$ cat src/spc_pkg.sv
// Shared types, widths and helpers for the shape pair collision test.
// Used by the square-root and divider cells and by the top level.
package spc_pkg;

    // Coordinate width taken from each input port, and port widths.
    localparam int CW     = 32;
    localparam int IW     = 32;
    localparam int OW     = 16;
    localparam int NFB    = 14;

    // Offset vector width and squared-compare operand width.
    localparam int VW     = CW + 2;
    localparam int SQ_W   = CW + 2;
    localparam int SQ_LO  = (SQ_W + 1) / 2;
    localparam int SQ_HI  = SQ_W - SQ_LO;
    localparam int PW     = $clog2(VW);

    // Normalized magnitude width, root width and divider widths.
    localparam int MW     = 31;
    localparam int RW     = MW + 1;
    localparam int RAD_W  = 2 * RW;
    localparam int QB     = NFB + 1;
    localparam int NUM_W  = MW + NFB + 1;

    typedef enum logic [1:0] {
        OP_RR = 2'd0,
        OP_CC = 2'd1,
        OP_RC = 2'd2,
        OP_CR = 2'd3
    } t_op;

    // Payload of one square-root cell.
    typedef struct packed {
        logic              valid;
        logic              hit;
        logic              zero;
        logic              sx;
        logic              sy;
        logic [MW-1:0]     mx;
        logic [MW-1:0]     my;
        logic [RAD_W-1:0]  rad;
        logic [RW+1:0]     rem;
        logic [RW-1:0]     root;
    } t_sq;

    // Payload of one divider cell; both components share the divisor.
    typedef struct packed {
        logic              valid;
        logic              hit;
        logic              zero;
        logic              sx;
        logic              sy;
        logic [RW-1:0]     len;
        logic [QB-1:0]     nbx;
        logic [QB-1:0]     nby;
        logic [RW-1:0]     remx;
        logic [RW-1:0]     remy;
        logic [QB-1:0]     qx;
        logic [QB-1:0]     qy;
    } t_dv;

    // Position of the highest set bit, zero for an all-zero word.
    function automatic logic [PW-1:0] lead_one(input logic [VW-1:0] v);
        logic [PW-1:0] p;
        p = '0;
        for (int i = 0; i < VW; i++) begin
            if (v[i]) begin
                p = PW'(i);
            end
        end
        return p;
    endfunction

endpackage

$ cat src/spc_div_cell.sv
// One restoring division step for both normal components: one quotient bit each.
// Depends on spc_pkg for the t_dv payload.
module spc_div_cell (
    input  logic         i_clk,
    input  logic         i_rst_n,
    input  spc_pkg::t_dv i_d,
    output spc_pkg::t_dv o_q
);
    import spc_pkg::*;

    logic [RW:0] w_catx;
    logic [RW:0] w_caty;
    logic [RW:0] w_difx;
    logic [RW:0] w_dify;
    logic        w_gex;
    logic        w_gey;
    t_dv         n_q;
    t_dv         r_q;
    logic        r_valid;

    always_comb begin
        n_q    = i_d;
        w_catx = {i_d.remx, i_d.nbx[QB-1]};
        w_caty = {i_d.remy, i_d.nby[QB-1]};
        w_gex  = (w_catx >= {1'b0, i_d.len});
        w_gey  = (w_caty >= {1'b0, i_d.len});
        w_difx = w_catx - {1'b0, i_d.len};
        w_dify = w_caty - {1'b0, i_d.len};
        n_q.remx = w_gex ? w_difx[RW-1:0] : w_catx[RW-1:0];
        n_q.remy = w_gey ? w_dify[RW-1:0] : w_caty[RW-1:0];
        n_q.qx   = {i_d.qx[QB-2:0], w_gex};
        n_q.qy   = {i_d.qy[QB-2:0], w_gey};
        n_q.nbx  = i_d.nbx << 1;
        n_q.nby  = i_d.nby << 1;
    end

    always_ff @(posedge i_clk) begin
        if (!i_rst_n) begin
            r_valid <= 1'b0;
        end else begin
            r_valid <= i_d.valid;
        end
    end

    always_ff @(posedge i_clk) begin
        r_q <= n_q;
    end

    always_comb begin
        o_q       = r_q;
        o_q.valid = r_valid;
    end

endmodule

$ cat config.mk
export PLATFORM = sky130hd
export DESIGN_NAME = spc_div_cell
export DESIGN_NICKNAME = d
export VERILOG_FILES = /design/src/spc_pkg.sv /design/src/spc_div_cell.sv
export SDC_FILE = /design/constraint.sdc
export NUM_CORES = 1
export LEC_CHECK = 0
export ABC_CLOCK_PERIOD_IN_PS = 2700
export BUFFER_PORTS_ARGS = -buffer_cell sky130_fd_sc_hd__buf_2
export CAP_MARGIN = 5
export CORE_UTILIZATION = 44
export DETAILED_ROUTE_END_ITERATION = 8
export PLACE_DENSITY = 0.78
export SYNTH_ARGS = -nofsm -noshare
export SYNTH_HDL_FRONTEND = slang
export SYNTH_SLANG_ARGS = --single-unit
$ cat constraint.sdc
create_clock -name i_clk -period 2.7 [get_ports i_clk]
set_input_delay 0.54 -clock i_clk [delete_from_list [all_inputs] [get_ports i_clk]]
set_output_delay 0.54 -clock i_clk [all_outputs]
set_load 0.1 [all_outputs]
# After elaboration in Yosys (flattened, before gate mapping)
# Index checks and enable logic that the tools add are counted.
[word_totals]
regBits = 159
latchBits = 0
ram_bits = 0
mem_bits_ro = 0
input_bits = 163
wordCells = 18
memories = 0
[classes]
addsub = 2
mul = 0
div = 0
magnitude_cmp = 2
eq_ne = 0
n_shift = 0
muxes = 2
n_bitwise = 0
reduce_logical = 0
[op_table]
columns = ["operator", "n"]
rows = [
  ["$ge 33x32->1", 2],
  ["$mux 32", 2],
  ["$sub 32x32->32", 2],
]

# Longest topological paths before layout
# Gate-level depths: netlist of run 1.
[depth]
depth_word = 2
depth_mapped = 13

# Worst setup path after synthesis of run 1
# Ideal clock, no wire load.
[synth_timing]
path_kind = "input to register"
startpoint = "in i_d[127] in the netlist's numbering"
endpoint = "reg r_q, in the netlist o_q[87]"
setup_time_ns = 0.121
arrival_ns = 2.774
slack_ns = -0.195
path_stages = 12
n_path_buf = 2
cell_sequence = "inv_1 > ha_1 > a21o_1 > a21oi_2 > a2111o_1 > nand3_2 > o211a_4 > o31ai_4 > and2_4 > buf_6 > buf_8 > mux2_4"
[synth_rtl]
columns = ["element", "line", "rtl"]
rows = [
  ["from (decl)", "spc_div_cell.sv:6", "input spc_pkg::t_dv i_d,"],
  ["to (signal assigned)", "spc_div_cell.sv:46", "r_q <= n_q;"],
  ["to (decl)", "spc_div_cell.sv:18", "t_dv r_q;"],
]

==> results.toml, run 1 <==
[die]
die_area_sq_um = 18130
core_sq_um = 17240
die_w_microns = 134.6
io_pins = 324
core.rowCount = 48
initial_core_util_pct = 44.91
chipHeight_microns = 134.6

[power]
power_frac_comb_pct = 44.8
p_per_area_nw_per_um2 = 801.4
pwr-share-seq_pct = 28.9
switching_power_mw = 4.228
leakage_nw = 5.978
report.power.total_mw = 9.367
ir_worst_vdd_uv = 460.1
p_int_mw = 5.138
pwr-share-clk_pct = 26.2
switching_share_pct = 45.14

[critical_path]
cpLargestDelayFamily = "compound AO/OA/AOI/OAI gates"
required_ns = 3.01
worstPathCellList = "buf_2 > inv_1 > ha_1 > a211oi_2 > nor2_1 > o31ai_2 > a41oi_2 > o41a_1 > a311oi_2 > xnor2_1 > mux2_4"
slowest_stage = "o41a_1"
critPathArrivalTime_ns = 2.99
start_kind = "input pin"
end_kind = "flop"
path_buf_inv = 2
crit_fanout = 5
path_class = "input pin to flop"
max_stage_delay_ns = 0.41

[logic_synthesis]
synth_seq_area_share_pct = 41.12
async_flop_share_pct = 0
yosys.cell_types.count = 69
avgSynthCellArea_sq_um = 9.522
synth_top_area_share_pct = 41.12
yosysTopAreaCell = "dfxtp_1"
synth_edf_count = 0
ys_ff_latch = 159
syn_inst = 813
synthTopCellsByArea = "dfxtp_1, ha_1, mux2_4, a21oi_1, o21ai_0"
netlist_area_sq_um = 7741
ys_warn_count = 0
synthFlopType = "dfxtp_1"

[grt]
antenna_found_initial = 2
grt_pass1_wl_mm = 37.49
grt_pass1_vias = 7480
grt_max_degree = 37
track_usage_pct = 26.92
grt-ovfl-total = 0

[final_layout]
final_cell_mix = "buf_2, buf_4, dfxtp_1"
layout_commonest_cell = "buf_2"
layout-drive-gt1-share_pct = 45.22
syn_to_final_growth_pct = 50.98
nNetsFinal = 1545

[routing]
drt_pass1_iterations = 8
vias = 7884
drtIter0Drc = 432
drcViolationCount = 0
ant_nets = 0
wire_per_inst_microns = 16.31
via_per_inst = 5.067
wl_mm = 25.37

[timing]
post-route-period-util_pct = 99.06
relSlewSlack_pct = 63.28
hold_viol = 0
setup_viol = 0
fin_ws_ns = 0.02536
max_freq_mhz = 373.9
finalCriticalPeriod_ns = 2.675
tightest_slew_ns = 0.5546
tns_ns = 0
slew_violations = 0

[outcome]
status = "finished, final reports clean"

[cts]
clk_pin_slew_worst_paths_ns = 0.07
clock-sinks = 159
clock_path_buffers = 2
cts_root_buffer = "clkbuf_16"
htree_levels = 4
cts_tree = "built"
cts_made_buffers = 17

[placed_design]
numPortBuffers = 319
post-place-ws_ns = -0.3831
gp_congestion = 0.9136
dpl.hpwl_mm = 20.44

[flow_run]
drv_cap = 0

[min_path]
hold_class = "input pin to flop"
[state kept, by name (all words and copies together) (netlist names)]
| register | count |
|---|---|
| o_q | 158 |
| r_valid | 1 |
[cell families after synthesis]
| family | count (synthesis) | share of synthesized area (%) |
|---|---|---|
| compound gates | 225 | 19.31 |
| simple gates | 199 | 12.49 |
| flops | 159 | 41.12 |
| buf+inv | 83 | 4.978 |
| fa+ha+maj | 66 | 10.86 |
| xor+xnor | 51 | 5.770 |
| mux | 29 | 5.415 |
| other cells | 1 | 0.04844 |
[layout make-up]
class | count | area [sq um]
Timing Repair Buffer | 506 | 3074
Tap cell | 225 | 281.5
Multi-Input combinational cell | 572 | 4303
Sequential cell | 159 | 3183
Inverter | 60 | 240.2
Antenna cell | 2 | 5.005
Clock buffer | 18 | 429.2
Clock inverter | 14 | 171.4
Fill cell | 1417 | 5549
[cell usage after synthesis, types with 11 or more instances]
| master | number |
|---|---|
| nand3_1 | 23 |
| o21ai_0 | 55 |
| xnor2_1 | 26 |
| a21o_1 | 28 |
| nand2_1 | 69 |
| a211oi_1 | 12 |
| a21oi_1 | 60 |
| dfxtp_1 | 159 |
| xor2_1 | 25 |
| inv_1 | 59 |
| mux2_4 | 25 |
| nor2_1 | 37 |
| ha_1 | 64 |
| nor3_1 | 11 |
[metal layers]
layer | GRT usage [%] | vias to the layer above | wire [microns]
met4 | 12.92 | 0 | 974
met1 | 30.75 | 3593 | 10320
met2 | 48.60 | 322 | 12600
li1 | - | 3908 | -
met3 | 4.392 | 61 | 1478
met5 | 0 | - | 0
[path summary, 6_finish.rpt]
path / start / cells past startpoint / to / slack, ns
setup / recovery: i_d[133] / 11 / o_q[92]$_DFF_P_ / 0.03
hold / removal: i_d[113] / 1 / o_q[114]$_DFF_P_ / 0.22
[power groups by stage]
stage	combinational, mW	clock (mW)	sequential, mW
after floorplan	1.03	0	4.87
after global routing	4.37	2.60	2.73
after global placement	4.10	0	2.76
final	4.20	2.46	2.71
after CTS	4.15	2.50	2.71
after detailed placement	4.13	0	2.76
[stage by stage]
| step | util (%) | hold slack [ns] | cells | instance area, sq um |
|---|---|---|---|---|
| 5_1_grt | 67.81 | 0.1978 | 1556 | 11690 |
| 2_1_floorplan | - | 0.5677 | 814 | 7838 |
| 4_1_cts | 67.07 | 0.1964 | 1551 | 11560 |
| 3_3_place_gp | 63.58 | 0.6424 | 1519 | 10960 |
| 6_report | 67.81 | 0.2151 | 1556 | 11690 |
| 3_5_place_dp | 63.58 | 0.6436 | 1519 | 10960 |
[timing repair]
action                                 4_1_cts  5_1_grt
resized for setup                            0       17
setup buffers                                0        1
hold buffers                                 0        0
setup endpoints to repair                    0       54
endpoints found under the hold margin        0        0
Power figures use the tool's default switching activity.
==> run 2, diff against run 1 <==
Settings changed: ABC_AREA from default to 1, CORE_UTILIZATION 44 to 46.
==> results.toml, run 2 <==
[logic_synthesis]
synthFlopType = "dfxtp_1"
yosys.area_share.adder_pct = 8.972
syn_inst = 1462
synth-simple-area-share_pct = 38.73
synthTopCellsByArea = "dfxtp_1, nand2_1, inv_1, ha_1, nand3_1"
yosysTopAreaCell = "dfxtp_1"
avgSynthCellArea_sq_um = 6.410
synth.most_common_cell = "nand2_1"
synth_top_family_by_area = "simple AND/OR/NAND/NOR gates"
synth_edf_count = 0
synthMuxAreaShare_pct = 0
ys_warn_count = 0
synth_compound_area_share_pct = 2.430
async_flop_share_pct = 0
netlist_area_sq_um = 9371
synth_top_area_share_pct = 33.97
yosys.cell_types.count = 31
ys_ff_latch = 159
synthXorXnorAreaFrac_pct = 2.710
synthTopCellsByCount = "nand2_1, inv_1, dfxtp_1"
synth_seq_area_share_pct = 33.97

[power]
switching_power_mw = 4.301
power_frac_comb_pct = 42.8
pwr-share-clk_pct = 27.6
leakage_nw = 7.330
switching_share_pct = 47.72
pwr-share-seq_pct = 29.7
ir_worst_vdd_uv = 408.2
p_per_area_nw_per_um2 = 749.5
report.power.total_mw = 9.013
p_int_mw = 4.712

[min_path]
hold_class = "input pin to flop"
min_delay_path_depth = 1
hold_end = "o_q[159]$_DFF_P_"
min_from = "i_d[159]"

[timing]
relSlewSlack_pct = 56.56
post-route-period-util_pct = 86.29
setup_viol = 0
tns_ns = 0
grt_setup_unrepaired = "false"
finalCriticalPeriod_ns = 2.330
slew_violations = 0
hold_viol = 0
max_freq_mhz = 429.2
fin_ws_ns = 0.3701
tightest_slew_ns = 0.6501

[placed_design]
dpl.hpwl_mm = 26.40
place_inst = 2057
gp_congestion = 0.9971
placed_area_sq_um = 11410
numPortBuffers = 319
post-place-ws_ns = -0.1041

[final_layout]
syn_to_final_growth_pct = 28.33
final_cell_area_sq_um = 12030
layout-drive-gt1-share_pct = 23.08
regArea_sq_um = 3183
fin_cells = 2090
layout_commonest_cell = "nand2_1"
multiInputGateArea_sq_um = 4960
n_fill_cell = 1897
nNetsFinal = 2040
final_cell_mix = "nand2_1, buf_2, inv_1"
largest_reg_flops = 158

[grt]
antenna_found_initial = 1
grt_pass1_vias = 9301
grt_pass1_wl_mm = 47.02
track_usage_pct = 30.00
grt_max_degree = 34
grt-ovfl-total = 0

[die]
initial_core_util_pct = 47.53
chipHeight_microns = 144.7
io_pins = 324
core_sq_um = 19720
die_area_sq_um = 20950
die_w_microns = 144.7
core.rowCount = 51

[routing]
drcViolationCount = 0
wl_mm = 31.36
wire_per_inst_microns = 15.00
via_per_inst = 4.767
drt_pass1_iterations = 5
ant_nets = 0
drtIter0Drc = 613
vias = 9962

[cts]
cts_tree = "built"
clock-sinks = 159
cts_made_buffers = 17
cts_root_buffer = "clkbuf_16"
ctsResizeCount = 0
clock_path_buffers = 2
cts.hold.buffers_added = 0
post-cts-setup-buffer-count = 0
clk_pin_slew_worst_paths_ns = 0.07
htree_levels = 4

[critical_path]
critPathArrivalTime_ns = 2.64
path_class = "input pin to flop"
required_ns = 3.01
end_kind = "flop"
start_kind = "input pin"
crit_fanout = 33

[outcome]
status = "finished, final reports clean"

[flow_run]
drv_cap = 0
-- run 2: cell types whose count changed in the layout (fill, tap and decap cells not counted), sizes merged, moves of 47 or more --
cell	previous run	this run
buf	504	351
nand3	25	127
nand2	69	596
inv	67	295
nor2	38	85
o21ai	56	3
-- run 2: metrics by stage --
step	hold WS [ns]	utilization, %
finish	0.2097	60.99
global route	0.1910	60.98
CTS	0.1952	60.98
detailed placement	0.6436	57.87
global placement	0.6420	57.87
floorplan	0.5677	-
-- run 2: layer usage --
layer	vias to the layer above	track usage [%]	wire length [microns]
met2	362	55.69	15920
met4	0	13.41	1177
li1	5109	-	-
met1	4431	33.33	12260
met3	60	4.969	2009
met5	-	0	0
-- run 2: logic make-up (layout without fill, tap and decap cells) --
logic type               Yosys count  in the layout
flip-flops                       159            159
AND/OR/NAND/NOR                  855            855
XOR/XNOR                          29             29
adder cells (fa/ha/maj)           66             66
AO/OA/AOI/OAI                     44             44
other                              1              3
buffers and inverters            308            669
-- run 2: worst max path at each step --
| stage | startpoint | to | slack, ns |
|---|---|---|---|
| 2_1_floorplan | i_d[128] | o_q[84]$_DFF_P_ | 0.67 |
| 3_3_place_gp | i_d[142] | o_q[86]$_DFF_P_ | -0.04 |
| 3_5_place_dp | i_d[142] | o_q[88]$_DFF_P_ | -0.10 |
| 4_1_cts | i_d[152] | o_q[81]$_DFF_P_ | 0.36 |
| 5_1_grt | i_d[142] | o_q[82]$_DFF_P_ | 0.12 |
| 6_report | i_d[142] | o_q[81]$_DFF_P_ | 0.37 |
-- run 2: area by class of cell --
type / count / area share, %
antenna: 1 / 0.02081
clock inverter: 15 / 1.571
inverter: 286 / 8.926
tap: 265 / 2.757
clock buffer: 17 / 3.537
timing repair buffer: 351 / 15.48
multi-input combinational: 996 / 41.24
sequential: 159 / 26.47
-- run 2: power groups by stage --
stage / combinational (mW) / sequential [mW] / clock, mW
floorplan: 1.09 / 4.68 / 0
global placement: 3.81 / 2.73 / 0
detailed placement: 3.84 / 2.73 / 0
CTS: 3.85 / 2.68 / 2.53
global route: 4.08 / 2.70 / 2.63
finish: 3.85 / 2.68 / 2.48
-- run 2: critical path, cell delays in order --
cell and delay, ns:
buf_2 0.11, inv_1 0.15, ha_1 0.32, nand2_1 0.13
nor2_2 0.06, nand2_1 0.10, nor2_1 0.07, nand3_1 0.09
nand3_2 0.11, nor2_4 0.52, nand2_8 0.26, nand2_1 0.13
nand2_1 0.05
